`src/rtl/core/imuwin_pkg.sv`:
```
// Shared types and constants for the IMU window averager with crash/fall detection.
// Holds the register map, configuration and controller/datapath command structs.
// No dependencies.
package imuwin_pkg;

   // Sample and accumulator widths
   localparam int SAMPLE_BITS = 16;
   localparam int IN_W        = 16;
   localparam int SUM_W       = 32;
   localparam int CNT_W       = 16;
   localparam int MEAN_W      = 17;
   localparam int DIFF_W      = MEAN_W + 1;
   localparam int REM_W       = CNT_W + 1;
   localparam int SQ_OP_W     = 17;
   localparam int SQ_W        = 2 * SQ_OP_W;
   localparam int SSQ_W       = SQ_W + 2;

   // Sequencer step counts
   localparam int DIV_STEPS   = SUM_W;
   localparam int SQ_STEPS    = 5;
   localparam int STEP_W      = 5;
   localparam int SQ_IDX_W    = 3;

   // Lane indexes, also the squaring order of the accel lanes
   localparam int LANE_AX     = 0;
   localparam int LANE_AY     = 1;
   localparam int LANE_AZ     = 2;
   localparam int LANE_GZ     = 3;
   localparam int LANES       = 4;

   // Stream and register port widths
   localparam int REQ_DW      = 64;
   localparam int RSP_DW      = 72;
   localparam int CSR_AW      = 3;
   localparam int CSR_DW      = 16;

   localparam logic [15:0] CRASH_LIMIT_RESET = 16'd46000;
   localparam logic [15:0] FALL_LIMIT_RESET  = 16'd10000;

   // Register map
   typedef enum logic [CSR_AW-1:0] {
      REG_SAMPLE_COUNT   = 3'd0,
      REG_CALIB_ENABLE   = 3'd1,
      REG_OFFSET_ACCEL_X = 3'd2,
      REG_OFFSET_ACCEL_Y = 3'd3,
      REG_OFFSET_ACCEL_Z = 3'd4,
      REG_OFFSET_GYRO_Z  = 3'd5,
      REG_CRASH_LIMIT    = 3'd6,
      REG_FALL_LIMIT     = 3'd7
   } csr_reg_type;

   typedef struct packed {
      logic [15:0]        sample_count;
      logic               calib_enable;
      logic signed [15:0] offset_accel_x;
      logic signed [15:0] offset_accel_y;
      logic signed [15:0] offset_accel_z;
      logic signed [15:0] offset_gyro_z;
      logic [15:0]        crash_limit;
      logic [15:0]        fall_limit;
   } cfg_type;

   // Controller to datapath
   typedef struct packed {
      logic                accum;
      logic                close_load;
      logic                div_step;
      logic                mean_load;
      logic                sq_step;
      logic [SQ_IDX_W-1:0] sq_idx;
      logic                out_load;
   } dp_cmd_type;

   // Datapath to controller
   typedef struct packed {
      logic close;
   } dp_status_type;

endpackage

```
`src/rtl/core/imuwin_csr.sv`:
```
// Configuration registers of the IMU window averager.
// Plain write port, no read-back. Depends on imuwin_pkg.
module imuwin_csr (
   input  logic                          clock,
   input  logic                          reset,
   input  logic                          csr_we,
   input  logic [imuwin_pkg::CSR_AW-1:0] csr_addr,
   input  logic [imuwin_pkg::CSR_DW-1:0] csr_wdata,
   output imuwin_pkg::cfg_type           cfg
);

   imuwin_pkg::cfg_type cfg_ff;
   imuwin_pkg::cfg_type cfg_in;

   // Register write decode
   always_comb begin
      cfg_in = cfg_ff;
      if (csr_we) begin
         case (imuwin_pkg::csr_reg_type'(csr_addr))
            imuwin_pkg::REG_SAMPLE_COUNT:   cfg_in.sample_count   = csr_wdata;
            imuwin_pkg::REG_CALIB_ENABLE:   cfg_in.calib_enable   = csr_wdata[0];
            imuwin_pkg::REG_OFFSET_ACCEL_X: cfg_in.offset_accel_x = csr_wdata;
            imuwin_pkg::REG_OFFSET_ACCEL_Y: cfg_in.offset_accel_y = csr_wdata;
            imuwin_pkg::REG_OFFSET_ACCEL_Z: cfg_in.offset_accel_z = csr_wdata;
            imuwin_pkg::REG_OFFSET_GYRO_Z:  cfg_in.offset_gyro_z  = csr_wdata;
            imuwin_pkg::REG_CRASH_LIMIT:    cfg_in.crash_limit    = csr_wdata;
            imuwin_pkg::REG_FALL_LIMIT:     cfg_in.fall_limit     = csr_wdata;
            default:                        cfg_in = cfg_ff;
         endcase
      end
   end

   always_ff @(posedge clock) begin
      if (reset) begin
         cfg_ff.sample_count   <= 16'd1;
         cfg_ff.calib_enable   <= 1'b0;
         cfg_ff.offset_accel_x <= '0;
         cfg_ff.offset_accel_y <= '0;
         cfg_ff.offset_accel_z <= '0;
         cfg_ff.offset_gyro_z  <= '0;
         cfg_ff.crash_limit    <= imuwin_pkg::CRASH_LIMIT_RESET;
         cfg_ff.fall_limit     <= imuwin_pkg::FALL_LIMIT_RESET;
      end else begin
         cfg_ff <= cfg_in;
      end
   end

   assign cfg = cfg_ff;

endmodule

```
`src/rtl/core/imuwin_ctrl.sv`:
```
// Sequencer of the IMU window averager: accept, divide, offset, square, deliver.
// Drives the datapath through dp_cmd_type. Depends on imuwin_pkg.
module imuwin_ctrl (
   input  logic                      clock,
   input  logic                      reset,
   input  logic                      req_tvalid,
   output logic                      req_tready,
   output logic                      rsp_tvalid,
   input  logic                      rsp_tready,
   input  imuwin_pkg::dp_status_type status,
   output imuwin_pkg::dp_cmd_type    cmd
);

   typedef enum logic [2:0] {
      ST_IDLE,
      ST_DIVIDE,
      ST_MEAN,
      ST_SQUARE,
      ST_DONE
   } state_type;

   state_type                         state_ff;
   logic [imuwin_pkg::STEP_W-1:0]     step_ff;
   logic                              rsp_valid_ff;

   // Commands decoded from the state
   always_comb begin
      cmd            = '0;
      cmd.accum      = req_tvalid && (state_ff == ST_IDLE);
      cmd.close_load = cmd.accum && status.close;
      cmd.div_step   = (state_ff == ST_DIVIDE);
      cmd.mean_load  = (state_ff == ST_MEAN);
      cmd.sq_step    = (state_ff == ST_SQUARE);
      cmd.sq_idx     = step_ff[imuwin_pkg::SQ_IDX_W-1:0];
      cmd.out_load   = (state_ff == ST_DONE) && (!rsp_valid_ff || rsp_tready);
   end

   // State, step counter and response valid
   always_ff @(posedge clock) begin
      if (reset) begin
         state_ff     <= ST_IDLE;
         step_ff      <= '0;
         rsp_valid_ff <= 1'b0;
      end else begin
         case (state_ff)
            ST_IDLE: begin
               step_ff <= '0;
               if (cmd.close_load) begin
                  state_ff <= ST_DIVIDE;
               end
            end
            ST_DIVIDE: begin
               if (step_ff == imuwin_pkg::STEP_W'(imuwin_pkg::DIV_STEPS - 1)) begin
                  step_ff  <= '0;
                  state_ff <= ST_MEAN;
               end else begin
                  step_ff <= step_ff + 1'b1;
               end
            end
            ST_MEAN: begin
               step_ff  <= '0;
               state_ff <= ST_SQUARE;
            end
            ST_SQUARE: begin
               if (step_ff == imuwin_pkg::STEP_W'(imuwin_pkg::SQ_STEPS - 1)) begin
                  step_ff  <= '0;
                  state_ff <= ST_DONE;
               end else begin
                  step_ff <= step_ff + 1'b1;
               end
            end
            ST_DONE: begin
               if (cmd.out_load) begin
                  state_ff <= ST_IDLE;
               end
            end
            default: begin
               state_ff <= ST_IDLE;
               step_ff  <= '0;
            end
         endcase

         if (cmd.out_load) begin
            rsp_valid_ff <= 1'b1;
         end else if (rsp_tready) begin
            rsp_valid_ff <= 1'b0;
         end
      end
   end

   assign req_tready = (state_ff == ST_IDLE);
   assign rsp_tvalid = rsp_valid_ff;

endmodule

```
`src/rtl/core/imuwin_dp.sv`:
```
// Datapath of the IMU window averager: window sums, four bit-serial dividers,
// offset stage, shared squarer and the response register. Depends on imuwin_pkg.
module imuwin_dp (
   input  logic                                 clock,
   input  logic                                 reset,
   input  imuwin_pkg::cfg_type                  cfg,
   input  imuwin_pkg::dp_cmd_type               cmd,
   output imuwin_pkg::dp_status_type            status,
   input  logic signed [imuwin_pkg::IN_W-1:0]   accel_x,
   input  logic signed [imuwin_pkg::IN_W-1:0]   accel_y,
   input  logic signed [imuwin_pkg::IN_W-1:0]   accel_z,
   input  logic signed [imuwin_pkg::IN_W-1:0]   gyro_z,
   output logic                                 crash,
   output logic                                 fall,
   output logic signed [imuwin_pkg::MEAN_W-1:0] mean_accel_x,
   output logic signed [imuwin_pkg::MEAN_W-1:0] mean_accel_y,
   output logic signed [imuwin_pkg::MEAN_W-1:0] mean_accel_z,
   output logic signed [imuwin_pkg::MEAN_W-1:0] mean_gyro_z
);

   localparam int SUM_W   = imuwin_pkg::SUM_W;
   localparam int CNT_W   = imuwin_pkg::CNT_W;
   localparam int REM_W   = imuwin_pkg::REM_W;
   localparam int MEAN_W  = imuwin_pkg::MEAN_W;
   localparam int DIFF_W  = imuwin_pkg::DIFF_W;
   localparam int SQ_OP_W = imuwin_pkg::SQ_OP_W;
   localparam int SQ_W    = imuwin_pkg::SQ_W;
   localparam int SSQ_W   = imuwin_pkg::SSQ_W;
   localparam int LANES   = imuwin_pkg::LANES;
   localparam int SB      = imuwin_pkg::SAMPLE_BITS;

   // Sign-extend the low SAMPLE_BITS of a raw sample to the sum width
   function automatic logic [SUM_W-1:0] sext_sample(input logic [imuwin_pkg::IN_W-1:0] raw);
      logic [SB-1:0] s;
      s = raw[SB-1:0];
      return {{(SUM_W-SB){s[SB-1]}}, s};
   endfunction

   function automatic logic [SQ_OP_W-1:0] abs_mean(input logic signed [MEAN_W-1:0] v);
      logic [MEAN_W-1:0] neg;
      neg = -v;
      return v[MEAN_W-1] ? neg : v;
   endfunction

   logic [SUM_W-1:0]   sum_ff [LANES];
   logic [SUM_W-1:0]   sum_nxt [LANES];
   logic [CNT_W-1:0]   taken_ff;
   logic [CNT_W:0]     n_full;
   logic [CNT_W-1:0]   need;

   logic [SUM_W-1:0]   dvd_ff [LANES];
   logic [REM_W-1:0]   rem_ff [LANES];
   logic               neg_ff [LANES];
   logic [CNT_W-1:0]   divisor_ff;

   logic signed [MEAN_W-1:0] mean_ff [LANES];
   logic signed [15:0]       offset [LANES];

   logic [SQ_OP_W-1:0] sq_op;
   logic [SQ_W-1:0]    prod_ff;
   logic [SSQ_W-1:0]   ssq_ff;
   logic [SQ_W-1:0]    lim_ff;

   logic                     rsp_crash_ff;
   logic                     rsp_fall_ff;
   logic signed [MEAN_W-1:0] rsp_mean_ff [LANES];

   // New sums with the incoming sample
   assign sum_nxt[imuwin_pkg::LANE_AX] = sum_ff[imuwin_pkg::LANE_AX] + sext_sample(accel_x);
   assign sum_nxt[imuwin_pkg::LANE_AY] = sum_ff[imuwin_pkg::LANE_AY] + sext_sample(accel_y);
   assign sum_nxt[imuwin_pkg::LANE_AZ] = sum_ff[imuwin_pkg::LANE_AZ] + sext_sample(accel_z);
   assign sum_nxt[imuwin_pkg::LANE_GZ] = sum_ff[imuwin_pkg::LANE_GZ] + sext_sample(gyro_z);

   assign offset[imuwin_pkg::LANE_AX] = cfg.offset_accel_x;
   assign offset[imuwin_pkg::LANE_AY] = cfg.offset_accel_y;
   assign offset[imuwin_pkg::LANE_AZ] = cfg.offset_accel_z;
   assign offset[imuwin_pkg::LANE_GZ] = cfg.offset_gyro_z;

   // Window close test; a zero count acts as one
   assign n_full       = {1'b0, taken_ff} + 1'b1;
   assign need         = (cfg.sample_count == '0) ? CNT_W'(1) : cfg.sample_count;
   assign status.close = (n_full >= {1'b0, need});

   // Window accumulators
   always_ff @(posedge clock) begin
      if (reset) begin
         taken_ff <= '0;
         for (int i = 0; i < LANES; i++) begin
            sum_ff[i] <= '0;
         end
      end else if (cmd.accum) begin
         if (status.close) begin
            taken_ff <= '0;
            for (int i = 0; i < LANES; i++) begin
               sum_ff[i] <= '0;
            end
         end else begin
            taken_ff <= n_full[CNT_W-1:0];
            for (int i = 0; i < LANES; i++) begin
               sum_ff[i] <= sum_nxt[i];
            end
         end
      end
   end

   // Restoring dividers, one quotient bit per lane per cycle on magnitudes
   always_ff @(posedge clock) begin
      logic [REM_W-1:0] shifted;
      if (cmd.close_load) begin
         divisor_ff <= n_full[CNT_W-1:0];
         for (int i = 0; i < LANES; i++) begin
            neg_ff[i] <= sum_nxt[i][SUM_W-1];
            dvd_ff[i] <= sum_nxt[i][SUM_W-1] ? -sum_nxt[i] : sum_nxt[i];
            rem_ff[i] <= '0;
         end
      end else if (cmd.div_step) begin
         for (int i = 0; i < LANES; i++) begin
            shifted = {rem_ff[i][REM_W-2:0], dvd_ff[i][SUM_W-1]};
            if (shifted >= {1'b0, divisor_ff}) begin
               rem_ff[i] <= shifted - {1'b0, divisor_ff};
               dvd_ff[i] <= {dvd_ff[i][SUM_W-2:0], 1'b1};
            end else begin
               rem_ff[i] <= shifted;
               dvd_ff[i] <= {dvd_ff[i][SUM_W-2:0], 1'b0};
            end
         end
      end
   end

   // Signed means with optional offset removal
   always_ff @(posedge clock) begin
      logic [DIFF_W-1:0] q;
      logic [DIFF_W-1:0] m;
      if (cmd.mean_load) begin
         for (int i = 0; i < LANES; i++) begin
            q = {1'b0, dvd_ff[i][MEAN_W-1:0]};
            m = neg_ff[i] ? -q : q;
            if (cfg.calib_enable) begin
               m = m - {{(DIFF_W-16){offset[i][15]}}, offset[i]};
            end
            mean_ff[i] <= m[MEAN_W-1:0];
         end
      end
   end

   // Squarer operand: three accel means, then crash_limit + 1
   always_comb begin
      case (cmd.sq_idx)
         3'd0:    sq_op = abs_mean(mean_ff[imuwin_pkg::LANE_AX]);
         3'd1:    sq_op = abs_mean(mean_ff[imuwin_pkg::LANE_AY]);
         3'd2:    sq_op = abs_mean(mean_ff[imuwin_pkg::LANE_AZ]);
         3'd3:    sq_op = {1'b0, cfg.crash_limit} + 1'b1;
         default: sq_op = '0;
      endcase
   end

   // Registered product, summed one step later
   always_ff @(posedge clock) begin
      if (cmd.mean_load) begin
         ssq_ff <= '0;
      end else if (cmd.sq_step) begin
         prod_ff <= sq_op * sq_op;
         case (cmd.sq_idx)
            3'd1, 3'd2, 3'd3: ssq_ff <= ssq_ff + {2'b00, prod_ff};
            3'd4:             lim_ff <= prod_ff;
            default:          ssq_ff <= ssq_ff;
         endcase
      end
   end

   // Response register
   always_ff @(posedge clock) begin
      if (cmd.out_load) begin
         rsp_crash_ff <= (ssq_ff >= {2'b00, lim_ff});
         rsp_fall_ff  <= (abs_mean(mean_ff[imuwin_pkg::LANE_GZ]) > {1'b0, cfg.fall_limit});
         for (int i = 0; i < LANES; i++) begin
            rsp_mean_ff[i] <= mean_ff[i];
         end
      end
   end

   assign crash        = rsp_crash_ff;
   assign fall         = rsp_fall_ff;
   assign mean_accel_x = rsp_mean_ff[imuwin_pkg::LANE_AX];
   assign mean_accel_y = rsp_mean_ff[imuwin_pkg::LANE_AY];
   assign mean_accel_z = rsp_mean_ff[imuwin_pkg::LANE_AZ];
   assign mean_gyro_z  = rsp_mean_ff[imuwin_pkg::LANE_GZ];

endmodule

```
`src/rtl/core/imu_window_average_crash_fall_detect_top.sv`:
```
// IMU window averager with crash and fall detection. Each request carries one
// accel x/y/z and gyro z sample; samples are summed until sample_count of them
// are in the window, and then one response gives the four truncated means
// (less the calibration offsets when calib_enable is set), crash when the
// integer magnitude of the accel mean exceeds crash_limit, and fall when
// |mean gyro z| exceeds fall_limit. A request that does not close the window
// is taken without stalling the request side. A closing request keeps
// req_tready low through the four parallel bit-serial dividers (one quotient
// bit each per cycle), the offset stage, the shared 17x17 squarer (three means
// and the limit) and the load of the response register, after which the next
// request can be taken. A held response delays that last step until rsp_tready
// frees the response register.
// Depends on imuwin_pkg, imuwin_csr, imuwin_ctrl and imuwin_dp.
module imu_window_average_crash_fall_detect_top (
   input  logic                          clock,
   input  logic                          reset,
   input  logic                          req_tvalid,
   output logic                          req_tready,
   // accel_x[15:0], accel_y[31:16], accel_z[47:32], gyro_z[63:48]
   input  logic [imuwin_pkg::REQ_DW-1:0] req_tdata,
   output logic                          rsp_tvalid,
   input  logic                          rsp_tready,
   // crash[0], fall[1], mean_accel_x[18:2], mean_accel_y[35:19],
   // mean_accel_z[52:36], mean_gyro_z[69:53], zero[71:70]
   output logic [imuwin_pkg::RSP_DW-1:0] rsp_tdata,
   input  logic                          csr_we,
   input  logic [imuwin_pkg::CSR_AW-1:0] csr_addr,
   input  logic [imuwin_pkg::CSR_DW-1:0] csr_wdata
);

   localparam int MEAN_W = imuwin_pkg::MEAN_W;

   imuwin_pkg::cfg_type       cfg;
   imuwin_pkg::dp_cmd_type    dp_cmd;
   imuwin_pkg::dp_status_type dp_status;

   logic                     crash;
   logic                     fall;
   logic signed [MEAN_W-1:0] mean_accel_x;
   logic signed [MEAN_W-1:0] mean_accel_y;
   logic signed [MEAN_W-1:0] mean_accel_z;
   logic signed [MEAN_W-1:0] mean_gyro_z;

   imuwin_csr u_csr (
      .clock     (clock),
      .reset     (reset),
      .csr_we    (csr_we),
      .csr_addr  (csr_addr),
      .csr_wdata (csr_wdata),
      .cfg       (cfg)
   );

   imuwin_ctrl u_ctrl (
      .clock      (clock),
      .reset      (reset),
      .req_tvalid (req_tvalid),
      .req_tready (req_tready),
      .rsp_tvalid (rsp_tvalid),
      .rsp_tready (rsp_tready),
      .status     (dp_status),
      .cmd        (dp_cmd)
   );

   imuwin_dp u_dp (
      .clock        (clock),
      .reset        (reset),
      .cfg          (cfg),
      .cmd          (dp_cmd),
      .status       (dp_status),
      .accel_x      (req_tdata[15:0]),
      .accel_y      (req_tdata[31:16]),
      .accel_z      (req_tdata[47:32]),
      .gyro_z       (req_tdata[63:48]),
      .crash        (crash),
      .fall         (fall),
      .mean_accel_x (mean_accel_x),
      .mean_accel_y (mean_accel_y),
      .mean_accel_z (mean_accel_z),
      .mean_gyro_z  (mean_gyro_z)
   );

   // Response packing
   assign rsp_tdata = {2'b00, mean_gyro_z, mean_accel_z, mean_accel_y, mean_accel_x,
                       fall, crash};

   // A closing request stalls the request side for the window-end sequence
   a_close_stalls: assert property (@(posedge clock) disable iff (reset)
      (req_tvalid && req_tready && dp_status.close) |=> !req_tready)
      else $error("request side open right after a window closed");

   // The response register is never reloaded while a response is pending
   a_no_overwrite: assert property (@(posedge clock) disable iff (reset)
      dp_cmd.out_load |-> (!rsp_tvalid || rsp_tready))
      else $error("pending response overwritten");

   // A response appears only after a load of the response register
   a_valid_from_load: assert property (@(posedge clock) disable iff (reset)
      $rose(rsp_tvalid) |-> $past(dp_cmd.out_load))
      else $error("response valid without a load");

endmodule
```
`config.mk`:
```
export PLATFORM = sky130hd
export DESIGN_NAME = imu_window_average_crash_fall_detect_top
export DESIGN_NICKNAME = d
export VERILOG_FILES = /design/src/rtl/core/imuwin_pkg.sv /design/src/rtl/core/imuwin_csr.sv /design/src/rtl/core/imuwin_ctrl.sv /design/src/rtl/core/imuwin_dp.sv /design/src/rtl/core/imu_window_average_crash_fall_detect_top.sv
export SDC_FILE = /design/constraint.sdc
export NUM_CORES = 2
export LEC_CHECK = 0
export ABC_AREA = 0
export BUFFER_PORTS_ARGS = -buffer_cell sky130_fd_sc_hd__buf_2
export CORE_MARGIN = 1
export CORE_UTILIZATION = 40
export DETAILED_ROUTE_END_ITERATION = 16
export MAX_ROUTING_LAYER = met4
export PLACE_DENSITY_LB_ADDON = 0.3
export SLEW_MARGIN = 40
export SYNTH_ARGS = -nofsm -noshare
export SYNTH_HDL_FRONTEND = slang
export SYNTH_SLANG_ARGS = --single-unit
```
`constraint.sdc`:
```
create_clock -name clock -period 12.3 [get_ports clock]
set_clock_uncertainty 0.15 [all_clocks]
set_input_delay 1.23 -clock clock [delete_from_list [all_inputs] [get_ports clock]]
set_output_delay 1.23 -clock clock [all_outputs]
set_load 0.02 [all_outputs]
```
==> results.yml <==
run_status:
  outcome: "completed"
worst_setup_path:
  worstPathBufferInverterCount: 4
  timing.critical_path.mode_cell: "fa_1"
  cp.arrival_ns: 8.91
  critical_path_rt_ns: 12.58
  crit_path_max_fanout: 10
  critPathTopFamily: "adder cells"
  worst_path_largest_cell_delay_ns: 0.78
  crit_path_top_delay_cell: "or4_1"
  critPathKind: "reg -> reg"
  crit_end_element: "register"
  worstSetupStartpointType: "register"
clock_tree:
  worst_skew_pair.late_latency_ns: 0.70
  root_buffer_master: "clkbuf_16"
  clk_transition_reported_paths_ns: 0.06
  post_cts.resized_instances: 0
  cts_htree_levels: 3
  post_cts_hold_buffer_count: 0
  tritoncts.num_buffers: 86
  tritoncts_clock_tree: "built"
  cts_sinks: 718
  cts_post_setup_buffers_inserted: 0
  cts_max_path_buffers: 3
sta:
  timing.final.crit_share: 0.702
  maxSlewHeadroom: 0.450
  worst-slew-pin-transition_ns: 0.825
  maxClockFrequency_ghz: 0.116
  fin_crit_ns: 8.63
  timing_max_transition_violations_final: 0
  postLayoutSetupSlackWorst_ns: 3.67
  rsz0062_at_grt: "false"
  hold_slack_ns: 0.300
  count_of_endpoints_failing_setup_in_the_final_report: 0
  report.final.hold_viol_count: 0
  setup-tns-final_ns: 0
floorplan:
  ios: 162
  initial_core_utilization: 0.405
  floorplan.die.height_um: 373
  rows: 135
  core_um2: 136000
  die_width_um: 373
  die_area_um2: 139000
place:
  detailed_place_hpwl_um: 113000
  place_congestion: 0.916
  port_buffers: 159
  post-place-ws_ns: 3.67
synth:
  ys_dominant_reg_cell: "edfxtp_1"
  syn-cell-area_um2: 55200
  yosys.cell_types.count: 102
  post_synth_edffs: 512
  portion_of_the_post_synthesis_area_used_by_sequential_elements: 0.353
  synth-async-reset-ratio: 0
  postSynthRegisterBits: 718
  yosysWarningCount: 0
  post_synth.cell_area_avg_um2: 9.05
  netlist_instances: 6098
layout:
  area_delta_synth_final_pct: 10.5
  layout.cells.most_common_list: "nand2_1, a21oi_1, nor2_1"
  commonest_non_fill_non_tap_cell_in_the_layout: "nand2_1"
  fill_cells: 13190
  num-nets-final: 6952
  fraction_of_final_layout_cells_with_drive_strength_greater_than_1: 0.0722
detailed_routing:
  detailed_route_wire_length_per_cell_um: 18.8
  length_of_routed_wiring_on_met1_um: 71000
  route.top_layer_used: "met4"
  finalWirelength_um: 151000
  first_iter_violations: 3116
  num_vias: 43889
  drt_drc_violations_left: 0
  drtAntennaViolNets: 0
  detailedRoute.firstPassIterationCount: 5
  avgViaCountPerCell: 5.45
  detailroute.wirelength.met3_um: 10000
  met2_length_um: 67200
global_route:
  vias_in_the_first_global_route: 42044
  grt_max_degree: 98
  grt_antenna_before_repair: 17
  overall_routing_resource_usage: 0.220
  grt_remaining_overflow: 0
  grt_first_pass_wirelength_um: 237000
power:
  power_density_nw_per_um2: 268
  peakVddDrop_v: 0.000507
  power.leakage_nw: 25.5
flow_run:
  timing.max_cap.violations: 0
worst_hold_path:
  hp-class: "reg -> reg"
[per-stage QoR]
stage / total power [mW] / instance area, um^2 / instances / utilization
after detailed placement: 13.6 / 57900 / 7878 / 0.425
after CTS: 16.4 / 60900 / 8038 / 0.447
final: 16.3 / 61000 / 8049 / 0.448
after floorplan: 11.5 / 55200 / 6099 / -
after global placement: 13.5 / 57900 / 7877 / 0.425
after global routing: 17.9 / 61000 / 8047 / 0.448
[sequential cells by signal, indices dropped and copies added (netlist names)]
name               cells
u_ctrl.rsp_tvalid      1
u_dp.dvd_ff          128
u_dp.mean_ff          68
u_dp.lim_ff           33
u_dp.crash             1
u_dp.prod_ff          33
u_dp.fall              1
u_dp.ssq_ff           36
u_csr.cfg            113
u_dp.rem_ff           64
u_dp.taken_ff         16
u_dp.sum_ff          128
u_dp.rsp_mean_ff      68
u_dp.neg_ff            4
u_ctrl.state_ff        3
u_ctrl.step_ff         5
u_dp.divisor_ff       16
[worst paths after layout]
kind                                      from                                to  slack (ns)  cells past startpoint
setup / recovery  u_dp.mean_ff[0][0]$_DFFE_PP_        u_dp.prod_ff[32]$_DFFE_PP_        3.67                     33
hold / removal    u_dp.mean_ff[3][0]$_DFFE_PP_  u_dp.rsp_mean_ff[3][0]$_DFFE_PP_        0.30                      0
setup reg to reg  u_dp.mean_ff[0][0]$_DFFE_PP_        u_dp.prod_ff[32]$_DFFE_PP_        3.67                     33
hold reg to reg   u_dp.mean_ff[3][0]$_DFFE_PP_  u_dp.rsp_mean_ff[3][0]$_DFFE_PP_        0.30                      0
[synth_stat cells, types with 39 or more instances]
library cell / n / area [um^2]
o31ai_1: 82 / 616
fa_1: 202 / 4040
a21o_1: 114 / 856
ha_1: 474 / 5930
a21oi_1: 577 / 2890
nor3_1: 86 / 430
dfxtp_1: 206 / 4120
and3_1: 46 / 288
or3_1: 43 / 269
nand3_1: 139 / 696
clkbuf_1: 191 / 717
nor2b_1: 51 / 319
o21a_1: 48 / 360
nand2_1: 693 / 2600
inv_1: 537 / 2020
xnor2_1: 317 / 2780
nand2b_1: 81 / 507
o21ai_0: 258 / 1290
and2_1: 62 / 388
o21bai_1: 39 / 293
edfxtp_1: 512 / 15400
xor2_1: 213 / 1870
nor2_1: 579 / 2170
[kinds of logic after synthesis]
kind of cell	after synthesis	share of synthesized area
adder cells (fa/ha/maj)	676	0.181
flip-flops	718	0.353
buffers and inverters	749	0.0513
other	1	0.0000680
multiplexers	33	0.00628
AND/OR/NAND/NOR	1946	0.162
XOR/XNOR	530	0.0841
AO/OA/AOI/OAI	1445	0.162
[where the power goes]
group          internal [mW]  switching (mW)  total, mW
Sequential              3.51           0.253       3.76
Clock                   1.59            1.12       2.72
Combinational           4.15            5.72       9.87
Total                   9.25            7.10       16.3
[metal layers]
metal,global-route usage,vias up
met3,0.0305,185
li1,-,21510
met2,0.337,1138
met4,0.0526,0
met5,-,-
met1,0.307,21056
[area by class of cell]
cell class	instances	area, um^2	area share
Timing Repair Buffer	207	1220	0.0200
Clock inverter	52	629	0.0103
Antenna cell	8	20.0	0.000328
Sequential cell	718	19500	0.320
Tap cell	1781	2230	0.0365
Multi-Input combinational cell	4632	33000	0.541
Inverter	543	2040	0.0335
Clock buffer	108	2350	0.0385
Note: power is estimated with default switching activity, not from simulation.
